<file path="src/crcfd_pkg.sv">
// crcfd_pkg: shared types, constants and the crc16 byte step for the
// crc framed request deframer; no dependencies
package crcfd_pkg;

  localparam int unsigned MaxPayload = 64;

  localparam logic [7:0]  SyncByte     = 8'hA5;
  localparam logic [7:0]  TypeSet      = 8'h01;
  localparam logic [7:0]  TypeGet      = 8'h02;
  localparam logic [15:0] CrcInit      = 16'hFFFF;
  localparam logic [15:0] CrcPoly      = 16'h1021;
  localparam logic [19:0] TimeoutReset = 20'd100000;
  localparam logic [6:0]  CapReset     = 7'd64;
  localparam logic [19:0] TickMax      = 20'hFFFFF;
  localparam int unsigned HdrBytes     = 7;

  localparam int unsigned AddrW = 3;
  localparam logic [0:0] RegCap     = 1'b0;
  localparam logic [0:0] RegTimeout = 1'b1;

  typedef enum logic [2:0] {
    PH_SYNC, PH_TYPE, PH_HEADER, PH_PAYLOAD, PH_CRC
  } phase_e;

  typedef enum logic [1:0] {
    ST_OK, ST_CRC_ERR, ST_OVERSIZE
  } status_e;

  typedef enum logic {
    KIND_PAYLOAD, KIND_DONE
  } kind_e;

  typedef struct packed {
    logic [6:0]  payload_cap;
    logic [19:0] frame_timeout_ticks;
  } cfg_t;

  typedef struct packed {
    kind_e       kind;
    status_e     status;
    logic        is_get;
    logic [7:0]  request;
    logic [15:0] value_word;
    logic [15:0] index_word;
    logic [15:0] length_word;
    logic [15:0] payload_offset;
    logic [7:0]  payload_data;
  } res_t;

  function automatic logic [15:0] crc_byte(input logic [15:0] c, input logic [7:0] b);
    logic [15:0] r;
    r = c ^ {b, 8'h00};
    for (int i = 0; i < 8; i++) begin
      r = r[15] ? ((r << 1) ^ CrcPoly) : (r << 1);
    end
    return r;
  endfunction

endpackage

</file>
<file path="src/crcfd_cfg.sv">
// crcfd_cfg: apb register file for payload cap and frame timeout
// depends on crcfd_pkg
module crcfd_cfg (
  input  logic                    clk_i,
  input  logic                    rst_ni,
  input  logic                    psel,
  input  logic                    penable,
  input  logic                    pwrite,
  input  logic [crcfd_pkg::AddrW-1:0] paddr,
  input  logic [31:0]             pwdata,
  output logic [31:0]             prdata,
  output logic                    pready,
  output crcfd_pkg::cfg_t         cfg_o
);
  import crcfd_pkg::*;

  cfg_t       cfg_q;
  logic [0:0] reg_idx;
  logic       wr_en;

  assign reg_idx = paddr[2];
  assign wr_en   = psel & penable & pwrite;
  assign pready  = 1'b1;
  assign cfg_o   = cfg_q;

  always_ff @(posedge clk_i or negedge rst_ni) begin
    if (!rst_ni) begin
      cfg_q.payload_cap         <= CapReset;
      cfg_q.frame_timeout_ticks <= TimeoutReset;
    end else if (wr_en) begin
      case (reg_idx)
        RegCap:     cfg_q.payload_cap         <= pwdata[6:0];
        RegTimeout: cfg_q.frame_timeout_ticks <= pwdata[19:0];
        default: ;
      endcase
    end
  end

  always_comb begin
    case (reg_idx)
      RegCap:     prdata = {25'd0, cfg_q.payload_cap};
      RegTimeout: prdata = {12'd0, cfg_q.frame_timeout_ticks};
      default:    prdata = 32'd0;
    endcase
  end

endmodule

</file>
<file path="src/crcfd_core.sv">
// crcfd_core: input register, framing state, crc check and result build
// depends on crcfd_pkg
module crcfd_core #(
  parameter int unsigned PayloadMax = crcfd_pkg::MaxPayload
) (
  input  logic            clk_i,
  input  logic            rst_ni,
  input  logic            in_valid_i,
  output logic            in_ready_o,
  input  logic            cmd_i,
  input  logic [7:0]      data_byte_i,
  input  crcfd_pkg::cfg_t cfg_i,
  input  logic            out_free_i,
  output logic            res_valid_o,
  output crcfd_pkg::res_t res_o
);
  import crcfd_pkg::*;

  logic        in_valid_q, in_valid_d;
  logic        cmd_q;
  logic [7:0]  byte_q;
  logic        step;

  phase_e      phase_q, phase_d;
  logic        get_q, get_d;
  logic [7:0]  hdr_q [HdrBytes];
  logic [2:0]  hdr_cnt_q, hdr_cnt_d;
  logic [15:0] pay_cnt_q, pay_cnt_d;
  logic        discard_q, discard_d;
  logic [15:0] crc_q, crc_d;
  logic [7:0]  crc_lo_q, crc_lo_d;
  logic        crc_cnt_q, crc_cnt_d;
  logic [19:0] idle_q, idle_d;
  logic        hdr_we;

  logic [15:0] len_now;
  logic [15:0] cap;
  logic [15:0] pay_next;
  logic [15:0] crc_upd;

  assign step       = in_valid_q & out_free_i;
  assign in_ready_o = ~in_valid_q | out_free_i;
  assign in_valid_d = (in_valid_i & in_ready_o) | (in_valid_q & ~step);

  always_ff @(posedge clk_i or negedge rst_ni) begin
    if (!rst_ni) begin
      in_valid_q <= 1'b0;
    end else begin
      in_valid_q <= in_valid_d;
    end
  end

  always_ff @(posedge clk_i) begin
    if (in_valid_i & in_ready_o) begin
      cmd_q  <= cmd_i;
      byte_q <= data_byte_i;
    end
  end

  always_ff @(posedge clk_i) begin
    if (hdr_we) begin
      hdr_q[hdr_cnt_q] <= byte_q;
    end
  end

  assign len_now  = {byte_q, hdr_q[5]};
  assign cap      = (16'(cfg_i.payload_cap) < 16'(PayloadMax)) ?
                    16'(cfg_i.payload_cap) : 16'(PayloadMax);
  assign pay_next = pay_cnt_q + 16'd1;
  assign crc_upd  = crc_byte(crc_q, byte_q);

  always_comb begin
    phase_d   = phase_q;
    get_d     = get_q;
    hdr_cnt_d = hdr_cnt_q;
    pay_cnt_d = pay_cnt_q;
    discard_d = discard_q;
    crc_d     = crc_q;
    crc_lo_d  = crc_lo_q;
    crc_cnt_d = crc_cnt_q;
    idle_d    = idle_q;
    hdr_we    = 1'b0;
    if (step) begin
      if (cmd_q) begin
        if (idle_q != TickMax) begin
          idle_d = idle_q + 20'd1;
        end
        if (phase_q != PH_SYNC && idle_d > cfg_i.frame_timeout_ticks) begin
          phase_d   = PH_SYNC;
          hdr_cnt_d = 3'd0;
          pay_cnt_d = 16'd0;
          discard_d = 1'b0;
          crc_cnt_d = 1'b0;
        end
      end else begin
        idle_d = 20'd0;
        case (phase_q)
          PH_TYPE: begin
            if (byte_q == TypeSet || byte_q == TypeGet) begin
              get_d     = (byte_q == TypeGet);
              crc_d     = crc_byte(CrcInit, byte_q);
              hdr_cnt_d = 3'd0;
              phase_d   = PH_HEADER;
            end else begin
              phase_d = PH_SYNC;
            end
          end
          PH_HEADER: begin
            hdr_we    = 1'b1;
            crc_d     = crc_upd;
            hdr_cnt_d = hdr_cnt_q + 3'd1;
            if (hdr_cnt_q == 3'(HdrBytes - 1)) begin
              hdr_cnt_d = 3'd0;
              pay_cnt_d = 16'd0;
              discard_d = 1'b0;
              crc_cnt_d = 1'b0;
              if (get_q || len_now == 16'd0) begin
                phase_d = PH_CRC;
              end else begin
                discard_d = (len_now > cap);
                phase_d   = PH_PAYLOAD;
              end
            end
          end
          PH_PAYLOAD: begin
            crc_d     = crc_upd;
            pay_cnt_d = pay_next;
            if (pay_next == {hdr_q[6], hdr_q[5]}) begin
              crc_cnt_d = 1'b0;
              phase_d   = PH_CRC;
            end
          end
          PH_CRC: begin
            if (!crc_cnt_q) begin
              crc_lo_d  = byte_q;
              crc_cnt_d = 1'b1;
            end else begin
              phase_d   = PH_SYNC;
              hdr_cnt_d = 3'd0;
              pay_cnt_d = 16'd0;
              discard_d = 1'b0;
              crc_cnt_d = 1'b0;
            end
          end
          default: begin
            phase_d = (byte_q == SyncByte) ? PH_TYPE : PH_SYNC;
          end
        endcase
      end
    end
  end

  always_comb begin
    res_valid_o          = 1'b0;
    res_o.kind           = KIND_PAYLOAD;
    res_o.status         = ST_OK;
    res_o.is_get         = get_q;
    res_o.request        = hdr_q[0];
    res_o.value_word     = {hdr_q[2], hdr_q[1]};
    res_o.index_word     = {hdr_q[4], hdr_q[3]};
    res_o.length_word    = {hdr_q[6], hdr_q[5]};
    res_o.payload_offset = 16'd0;
    res_o.payload_data   = 8'd0;
    if (step && !cmd_q) begin
      case (phase_q)
        PH_PAYLOAD: begin
          res_valid_o          = ~discard_q;
          res_o.payload_offset = pay_cnt_q;
          res_o.payload_data   = byte_q;
        end
        PH_CRC: begin
          if (crc_cnt_q) begin
            res_valid_o = 1'b1;
            res_o.kind  = KIND_DONE;
            if ({byte_q, crc_lo_q} != crc_q) begin
              res_o.status = ST_CRC_ERR;
            end else if (discard_q) begin
              res_o.status = ST_OVERSIZE;
            end
          end
        end
        default: ;
      endcase
    end
  end

  always_ff @(posedge clk_i or negedge rst_ni) begin
    if (!rst_ni) begin
      phase_q   <= PH_SYNC;
      get_q     <= 1'b0;
      hdr_cnt_q <= 3'd0;
      pay_cnt_q <= 16'd0;
      discard_q <= 1'b0;
      crc_q     <= CrcInit;
      crc_lo_q  <= 8'd0;
      crc_cnt_q <= 1'b0;
      idle_q    <= 20'd0;
    end else begin
      phase_q   <= phase_d;
      get_q     <= get_d;
      hdr_cnt_q <= hdr_cnt_d;
      pay_cnt_q <= pay_cnt_d;
      discard_q <= discard_d;
      crc_q     <= crc_d;
      crc_lo_q  <= crc_lo_d;
      crc_cnt_q <= crc_cnt_d;
      idle_q    <= idle_d;
    end
  end

endmodule

</file>
<file path="src/crcfd_outreg.sv">
// crcfd_outreg: result register between the core and the output channel
// depends on crcfd_pkg
module crcfd_outreg (
  input  logic            clk_i,
  input  logic            rst_ni,
  input  logic            res_valid_i,
  input  crcfd_pkg::res_t res_i,
  output logic            free_o,
  output logic            out_valid_o,
  input  logic            out_ready_i,
  output crcfd_pkg::res_t res_o
);
  import crcfd_pkg::*;

  logic out_valid_q, out_valid_d;
  res_t res_q;

  assign free_o      = ~out_valid_q | out_ready_i;
  assign out_valid_d = res_valid_i | (out_valid_q & ~out_ready_i);
  assign out_valid_o = out_valid_q;
  assign res_o       = res_q;

  always_ff @(posedge clk_i or negedge rst_ni) begin
    if (!rst_ni) begin
      out_valid_q <= 1'b0;
    end else begin
      out_valid_q <= out_valid_d;
    end
  end

  always_ff @(posedge clk_i) begin
    if (res_valid_i) begin
      res_q <= res_i;
    end
  end

endmodule

</file>
<file path="src/crc_framed_request_deframer_top.sv">
// crc_framed_request_deframer_top: sync/crc16 framed request deframer
// depends on crcfd_pkg, crcfd_cfg, crcfd_core, crcfd_outreg
//
//   channel  handshake                 payload
//   in       in_valid_i / in_ready_o   cmd_i, data_byte_i
//   out      out_valid_o / out_ready_i kind_o .. payload_data_o
//   cfg      apb psel/penable/pready   paddr, pwdata, prdata
//
// one transaction per cycle sustained while the output side accepts; a transaction
// is held in the input register, is processed in one pass, and its result lands
// in the output register, which presents it on the out channel
// reset clears framing state, counters and the valid flags
// a stalled output register holds the input register, which then holds in_ready_o low
module crc_framed_request_deframer_top #(
  parameter int unsigned PayloadMax = crcfd_pkg::MaxPayload
) (
  input  logic        clk_i,
  input  logic        rst_ni,
  input  logic        in_valid_i,
  output logic        in_ready_o,
  input  logic        cmd_i,
  input  logic [7:0]  data_byte_i,
  output logic        out_valid_o,
  input  logic        out_ready_i,
  output logic        kind_o,
  output logic [1:0]  status_o,
  output logic        is_get_o,
  output logic [7:0]  request_o,
  output logic [15:0] value_word_o,
  output logic [15:0] index_word_o,
  output logic [15:0] length_word_o,
  output logic [15:0] payload_offset_o,
  output logic [7:0]  payload_data_o,
  input  logic        psel,
  input  logic        penable,
  input  logic        pwrite,
  input  logic [crcfd_pkg::AddrW-1:0] paddr,
  input  logic [31:0] pwdata,
  output logic [31:0] prdata,
  output logic        pready
);
  import crcfd_pkg::*;

  cfg_t cfg;
  res_t core_res;
  res_t out_res;
  logic core_res_valid;
  logic out_free;

  crcfd_cfg u_cfg (
    .clk_i   (clk_i),
    .rst_ni  (rst_ni),
    .psel    (psel),
    .penable (penable),
    .pwrite  (pwrite),
    .paddr   (paddr),
    .pwdata  (pwdata),
    .prdata  (prdata),
    .pready  (pready),
    .cfg_o   (cfg)
  );

  crcfd_core #(
    .PayloadMax (PayloadMax)
  ) u_core (
    .clk_i       (clk_i),
    .rst_ni      (rst_ni),
    .in_valid_i  (in_valid_i),
    .in_ready_o  (in_ready_o),
    .cmd_i       (cmd_i),
    .data_byte_i (data_byte_i),
    .cfg_i       (cfg),
    .out_free_i  (out_free),
    .res_valid_o (core_res_valid),
    .res_o       (core_res)
  );

  crcfd_outreg u_outreg (
    .clk_i       (clk_i),
    .rst_ni      (rst_ni),
    .res_valid_i (core_res_valid),
    .res_i       (core_res),
    .free_o      (out_free),
    .out_valid_o (out_valid_o),
    .out_ready_i (out_ready_i),
    .res_o       (out_res)
  );

  assign kind_o           = out_res.kind;
  assign status_o         = out_res.status;
  assign is_get_o         = out_res.is_get;
  assign request_o        = out_res.request;
  assign value_word_o     = out_res.value_word;
  assign index_word_o     = out_res.index_word;
  assign length_word_o    = out_res.length_word;
  assign payload_offset_o = out_res.payload_offset;
  assign payload_data_o   = out_res.payload_data;

endmodule

</file>
<file path="config.mk">
export PLATFORM = sky130hd
export DESIGN_NAME = crc_framed_request_deframer_top
export DESIGN_NICKNAME = d
export VERILOG_FILES = /design/src/crcfd_pkg.sv /design/src/crcfd_cfg.sv /design/src/crcfd_core.sv /design/src/crcfd_outreg.sv /design/src/crc_framed_request_deframer_top.sv
export SDC_FILE = /design/constraint.sdc
export NUM_CORES = 1
export LEC_CHECK = 0
export BUFFER_PORTS_ARGS = -buffer_cell sky130_fd_sc_hd__buf_2
export CAP_MARGIN = 15
export CORE_ASPECT_RATIO = 1.25
export CORE_UTILIZATION = 40
export DETAILED_ROUTE_END_ITERATION = 10
export GPL_ROUTABILITY_DRIVEN = 0
export PLACE_DENSITY_LB_ADDON = 0.08
export SYNTH_ARGS = -nofsm -noshare
export SYNTH_HDL_FRONTEND = slang
export SYNTH_SLANG_ARGS = --single-unit
</file>
<file path="constraint.sdc">
create_clock -name clk_i -period 9 [get_ports clk_i]
set_input_delay 0.45 -clock clk_i [delete_from_list [all_inputs] [get_ports clk_i]]
set_output_delay 0.45 -clock clk_i [all_outputs]
set_load 0.05 [all_outputs]
</file>
# Word-level counts from Yosys, hierarchy flattened
# Memories as Yosys holds them, arrays and structs flattened. A register that Yosys moved wholly into a read port is not among the register bits.
# Cells that the tools add are included.
dict set report classes {
  n_bitwise 38
  reduce_logical 26
  n_addsub 3
  n_eq_ne 17
  muxes 64
  order_cmp 3
}
# op n
set ops {}
lappend ops {{13-bit two-way mux} 16}
lappend ops {{16-bit two-way mux} 5}
lappend ops {{20-bit two-way mux} 4}
lappend ops {{32-bit one-hot mux with 2 select lines} 1}
lappend ops {{3-bit inverter} 16}
lappend ops {{16-bit one-hot mux with 3 select lines} 1}
lappend ops {{16-bit one-hot mux with 2 select lines} 1}
lappend ops {{3-bit two-way mux} 10}
lappend ops {{5-bit AND reduction} 5}
lappend ops {{20-bit by 1-bit adder with 20-bit output (second input constant)} 1}
lappend ops {{20-bit > comparator} 1}
lappend ops {{20-bit != test (second input constant)} 1}
lappend ops {{1-bit two-way mux} 17}
lappend ops {{16-bit by 1-bit adder with 16-bit output (second input constant)} 1}
lappend ops {{16-bit == test} 1}
lappend ops {{16-bit > comparator} 1}
lappend ops {{16-bit logical NOT} 1}
lappend ops {{16-bit != test} 1}
lappend ops {{16-bit inverter} 1}
lappend ops {{16-bit XOR} 1}
lappend ops {{3-bit by 1-bit != test with 1-bit output (second input constant)} 4}
lappend ops {{3-bit one-hot mux with 4 select lines} 1}
lappend ops {{4-bit AND reduction} 3}
lappend ops {{1-bit inverter} 10}
lappend ops {{27 further kinds} 47}
dict set report word_totals {
  n_memories 1
  inputBits 51
  ramBits 56
  output_inout_bits 119
  wordCells 174
  register_bits 151
}
# name depth width rd rd_ports_with_merged_regs write_ports line_no
set mem_list {}
lappend mem_list {u_core.hdr_q 7 8 7 5 1 crcfd_core.sv:26} ;# logic [7:0] hdr_q [HdrBytes];

# Longest topological paths before layout
dict set report logic_depth {
  ltp_word 19
  mapped_depth 19
  ltp_nobuf 15
}

# Modules after synthesis
# A second synthesis with hierarchy kept.
dict set report unflattened {
  hier_cells 977
  area_unflattened_um2 11700.0
}
# mod cells_per_inst n_inst area_per_inst_um2 seq_area_each_um2
set by_module_without_submodules {}
lappend by_module_without_submodules {crcfd_core 795 1 7836.3 3723.6}
lappend by_module_without_submodules {crcfd_outreg 87 1 2570.0 2547.4}
lappend by_module_without_submodules {crcfd_cfg 95 1 1293.7 684.4}

# Worst setup path before layout
# Ideal clock, no wire load.
dict set report synth_timing {
  kind {flip-flop to flip-flop}
  startpoint {reg u_outreg.out_valid_q, in the netlist u_outreg.out_valid_o}
  endpoint {reg index_word_o[0] (netlist name)}
  period_less_slack_ns 7.885
  t_required_ns 8.356
  n_path_buf 1
  setup_time_ns 0.644
  stages_incl_launch_ff 6
  arrival_ns 7.241
  slack_ns 1.115
  path_cell_list {dfrtp_1 > nand2b_2 > and2_1 > clkbuf_1 > nand3_1 > o21ai_0}
}
dict set report synth_between {
  elab_chain_cells 5
}
# element line_no
set synth_rtl {}
lappend synth_rtl {{start: declaration} crcfd_outreg.sv:15} ;# logic out_valid_q, out_valid_d;
lappend synth_rtl {{start signal: assignment} crcfd_outreg.sv:27} ;# out_valid_q <= out_valid_d;
lappend synth_rtl {{1-bit inverter} crcfd_outreg.sv:18} ;# assign free_o = ~out_valid_q | out_ready_i;
lappend synth_rtl {{1-bit bitwise OR} crcfd_outreg.sv:18}
lappend synth_rtl {{1-bit AND} crcfd_core.sv:41} ;# assign step = in_valid_q & out_free_i;
lappend synth_rtl {{1-bit logical AND} crcfd_core.sv:164} ;# if (step && !cmd_q) begin
lappend synth_rtl {{1-bit two-way mux} crcfd_core.sv:164}
lappend synth_rtl {{net core_res_valid} crc_framed_request_deframer_top.sv:47} ;# logic core_res_valid;
# The timed path passes the listed nets, and every way through them passes these cells.
# A chain may end at the register's enable or synchronous reset.

# Final worst setup path
dict set report layout_timing {
  startpoint {reg u_core.idle_q[4]}
  endpoint {reg u_core.pay_cnt_q[8]}
}
dict set report layout_between {
  elab_chain_cells 8
  elab_cells_between_ends 9
  classes_between {add/sub: 1; order compare: 1; eq/ne: 2; mux: 3; reduce/logical: 2}
}
# element line_no
set layout_rtl {}
lappend layout_rtl {{start: declaration} crcfd_core.sv:33} ;# logic [19:0] idle_q, idle_d;
lappend layout_rtl {{start signal: assignment} crcfd_core.sv:207} ;# idle_q <= idle_d;
lappend layout_rtl {{20-bit by 1-bit adder with 20-bit output or 20-bit != test (tied branches)} {crcfd_core.sv:86, crcfd_core.sv:85}}
lappend layout_rtl {{20-bit two-way mux (*)} crcfd_core.sv:85} ;# if (idle_q != TickMax) begin
lappend layout_rtl {{20-bit two-way mux (*)} crcfd_core.sv:84} ;# if (cmd_q) begin
lappend layout_rtl {{20-bit two-way mux (*)} crcfd_core.sv:83} ;# if (step) begin
lappend layout_rtl {{20-bit > comparator (*)} crcfd_core.sv:88} ;# if (phase_q != PH_SYNC && idle_d > cfg_i.frame_timeout_ticks) begin
lappend layout_rtl {{1-bit logical AND (*)} crcfd_core.sv:88}
lappend layout_rtl {{2-bit != test (no line) (*)} n/a}
lappend layout_rtl {{5-bit AND reduction (no line) (*)} n/a}
lappend layout_rtl {{end signal: assignment} crcfd_core.sv:202} ;# pay_cnt_q <= pay_cnt_d;
lappend layout_rtl {{end: declaration} crcfd_core.sv:28} ;# logic [15:0] pay_cnt_q, pay_cnt_d;
# Every way passes the cells marked *; elsewhere a longest branch is shown, timed or not. The select of a mux whose other input is x is not followed.

==> impl_metrics.py <==
metrics = {
    "floorplanning": {
        "start_util": 0.407,
        "die_w_um": 154,
        "row_count": 69,
        "die_h_um": 192,
        "die_area_um2": 29600,
        "boundaryPins": 170,
        "core_area_um2": 28400,
    },
    "sta": {
        "finalCritPeriodShare": 0.522,
        "final.setup.tns_ns": 0,
        "finClkSkew_ns": 0.0154,
        "setup_viol": 0,
        "final-max-slew-violation-count": 0,
        "timing.final.crit_period_ns": 4.69,
        "rsz0062_at_grt": "false",
        "slew_headroom": 0.332,
        "tightestPinTransition_ns": 0.998,
        "finalHoldViolCount": 0,
        "timing.fmax_ghz": 0.213,
    },
    "global_route": {
        "grt_pass1_vias": 7416,
        "antenna_found_initial": 0,
        "grt_start_max_net_pins": 59,
        "grt_pass1_wl_mm": 41.0,
        "track_usage": 0.179,
        "overflow": 0,
    },
    "power_and_ir_drop": {
        "p_int_mw": 2.12,
        "peakVddDrop_v": 0.000151,
        "p_switching_mw": 0.809,
        "p_per_area_nw_per_um2": 217,
        "swShare": 0.277,
        "pwr-share-seq": 0.483,
        "p_clk_frac": 0.362,
        "combinationalPowerShare": 0.154,
        "p_leak_nw": 5.38,
    },
    "cells_and_area": {
        "multi_input_area_um2": 4250,
        "fin_area_um2": 13500,
        "nFillCells": 2613,
        "seq_area_um2": 6960,
        "drive_gt1_frac": 0.251,
        "syn_to_final_growth_pct": 16.4,
        "fin_nets": 1187,
        "antenna_cells": 0,
    },
    "logic_synthesis": {
        "async_flop_share": 0.397,
        "synth_top_family_by_area": "simple AND/OR/NAND/NOR gates",
        "synth_ff_type": "edfxtp_1",
        "synth-seq-cells": 247,
        "synthAdderAreaFrac": 0.0314,
        "synth_xor_area_frac": 0.0651,
        "syn_area_per_cell_um2": 11.9,
        "synth_compound_area_frac": 0.0841,
        "synth_area_um2": 11600,
        "ys.warnings.count": 0,
        "synthCells": 968,
        "synth-simple-area-share": 0.138,
        "yosysSeqAreaShare": 0.601,
        "synth_cell_types": 68,
        "synth_edf_count": 149,
        "muxShareOfSynthArea": 0.0426,
    },
    "cts": {
        "cts_tree": "built",
        "clkTransAtPathRegs_ns": 0.06,
        "clock_sinks": 247,
        "h-tree-depth": 1,
        "cts_buffers": 26,
        "clk_latency_ns": 0.53,
        "cts_root_buffer": "clkbuf_16",
        "clk_path_buf_depth": 3,
    },
    "job": {
        "cap_violations": 0,
    },
    "route": {
        "wire_per_inst_um": 17.8,
        "drc": 0,
        "via_per_inst": 5.14,
        "firstDrtPassIters": 4,
        "finalWirelength_mm": 26.4,
        "drt_iter0_markers": 389,
        "vias": 7610,
        "antenna_left": 0,
    },
    "place": {
        "dp_hpwl_mm": 18.0,
        "port_buffers": 142,
        "placed_area_um2": 12600,
    },
    "run_status": {
        "outcome": "complete, no violations",
    },
    "worst_setup_path": {
        "crit_path_max_incr_delay_ns": 0.72,
        "r2r_setup_slack_ns": 4.31,
        "cp_cell_sequence": "and4_1 -> nand4_1 -> nor4_1 -> buf_4 -> nor3_1 -> nand2_1 -> xnor2_1 -> ha_1 -> nand4_1 -> nor4_1 -> a211oi_1 -> or3_1 -> o21ai_0 -> o31ai_1",
        "worstSetupPathType": "flip-flop to flip-flop",
        "critical_path_arrival_ns": 5.08,
        "critical_path_required_ns": 9.39,
        "cp-end-kind": "flip-flop",
        "cp_top_family": "simple AND/OR/NAND/NOR gates",
        "cp_max_fo": 17,
        "critPathBufInv": 1,
        "startpoint_type": "flip-flop",
        "cp_slowest_cell": "or3_1",
    },
    "min_path": {
        "min_path_type": "primary input to flip-flop",
    },
}
-- final cells by class --
cell class                 instances  share of cell area
clock buffer                      30              0.0518
multi-input combinational        639               0.315
tap                              355              0.0330
sequential                       247               0.517
timing repair buffer             160              0.0634
clock inverter                    17              0.0107
inverter                          33             0.00920
-- through the flow --
stage | worst slack, ns | util | total power, mW | hold slack, ns | cells
after global routing | 3.92 | 0.474 | 3.07 | 0.0845 | 1481
after detailed placement | 4.32 | 0.443 | 1.89 | 0.405 | 1430
final | 4.31 | 0.474 | 2.92 | 0.0960 | 1481
after floorplan | 1.12 | - | 1.77 | 0.154 | 979
after global placement | 4.35 | 0.443 | 1.88 | 0.400 | 1430
after CTS | 4.27 | 0.473 | 2.96 | 0.0751 | 1478
-- Yosys cell counts (all sizes together) (23+ instances only) --
library cell	count	area (um^2)
dfrtp	75	1880
clkbuf	39	149
nand3	31	165
mux2	42	473
edfxtp	149	4470
xnor2	57	499
and2	41	257
ha	29	363
xor2	29	254
a21oi	31	155
nor2	37	141
dfstp	23	604
nor3	26	135
inv	33	124
nand2	95	367
o21ai	67	335
-- state kept, by name, indices dropped and copies added (netlist names), 16 cells and up --
signal / flops
length_word_o: 16
value_word_o: 16
u_cfg.cfg_o: 27
u_core.hdr_q: 56
index_word_o: 16
u_core.pay_cnt_q: 16
u_outreg.res_o: 28
u_core.crc_q: 16
u_core.idle_q: 20
-- cells in the final DEF, fill, tap and decap left out, types with 31 or more instances in the layout --
cell and instances:
a21oi_1 31, and2_1 41, buf_2 143, dfrtp_1 75, edfxtp_1 149, inv_1 32, mux2_2 42, nand2_1 93
nor2_1 35, o21ai_0 65, xnor2_1 57
-- metal layers --
metal / global-route usage / up-vias / share of wire
met1: 0.215 / 3674 / 0.41
met3: 0.0244 / 45 / 0.036
li1: - / 3732 / -
met5: 0 / - / 0
met4: 0.0615 / 0 / 0.028
met2: 0.328 / 159 / 0.53
-- power groups by stage --
stage,registers (mW),clock network (mW),logic [mW]
after detailed placement,1.44,0,0.454
final,1.41,1.06,0.452
after global placement,1.44,0,0.448
after global routing,1.43,1.13,0.505
after CTS,1.42,1.08,0.458
after floorplan,1.40,0,0.371
-- cells by family (layout without fill, tap and decap cells) --
kind of cell | count (synthesis) | in the layout
AND/OR/NAND/NOR | 306 | 306
flip-flops | 247 | 247
AO/OA/AOI/OAI | 161 | 161
buffers and inverters | 93 | 240
XOR/XNOR | 86 | 86
multiplexers | 44 | 44
adder cells (fa/ha/maj) | 29 | 29
other | 2 | 13
-- final timing paths --
check,from,to,depth (start not counted)
max in group asynchronous,rst_ni,u_cfg.cfg_o[6],3
max,u_core.idle_q[4],u_core.pay_cnt_q[8],14
min reg2reg,u_core.hdr_q[1][4],value_word_o[4],0
max reg2reg,u_core.idle_q[4],u_core.pay_cnt_q[8],14
min,data_byte_i[0],u_core.byte_q[0],1
min in group asynchronous,rst_ni,u_core.crc_lo_q[0],2
-- repair_timing --
| action | 4_1_cts | 5_1_grt |
|---|---|---|
| hold endpoints to repair | 34 | 0 |
| gates resized for setup | 0 | 0 |
| setup buffers | 0 | 0 |
| hold buffers | 1 | 0 |
No activity file was read; power rests on OpenSTA's default activity.
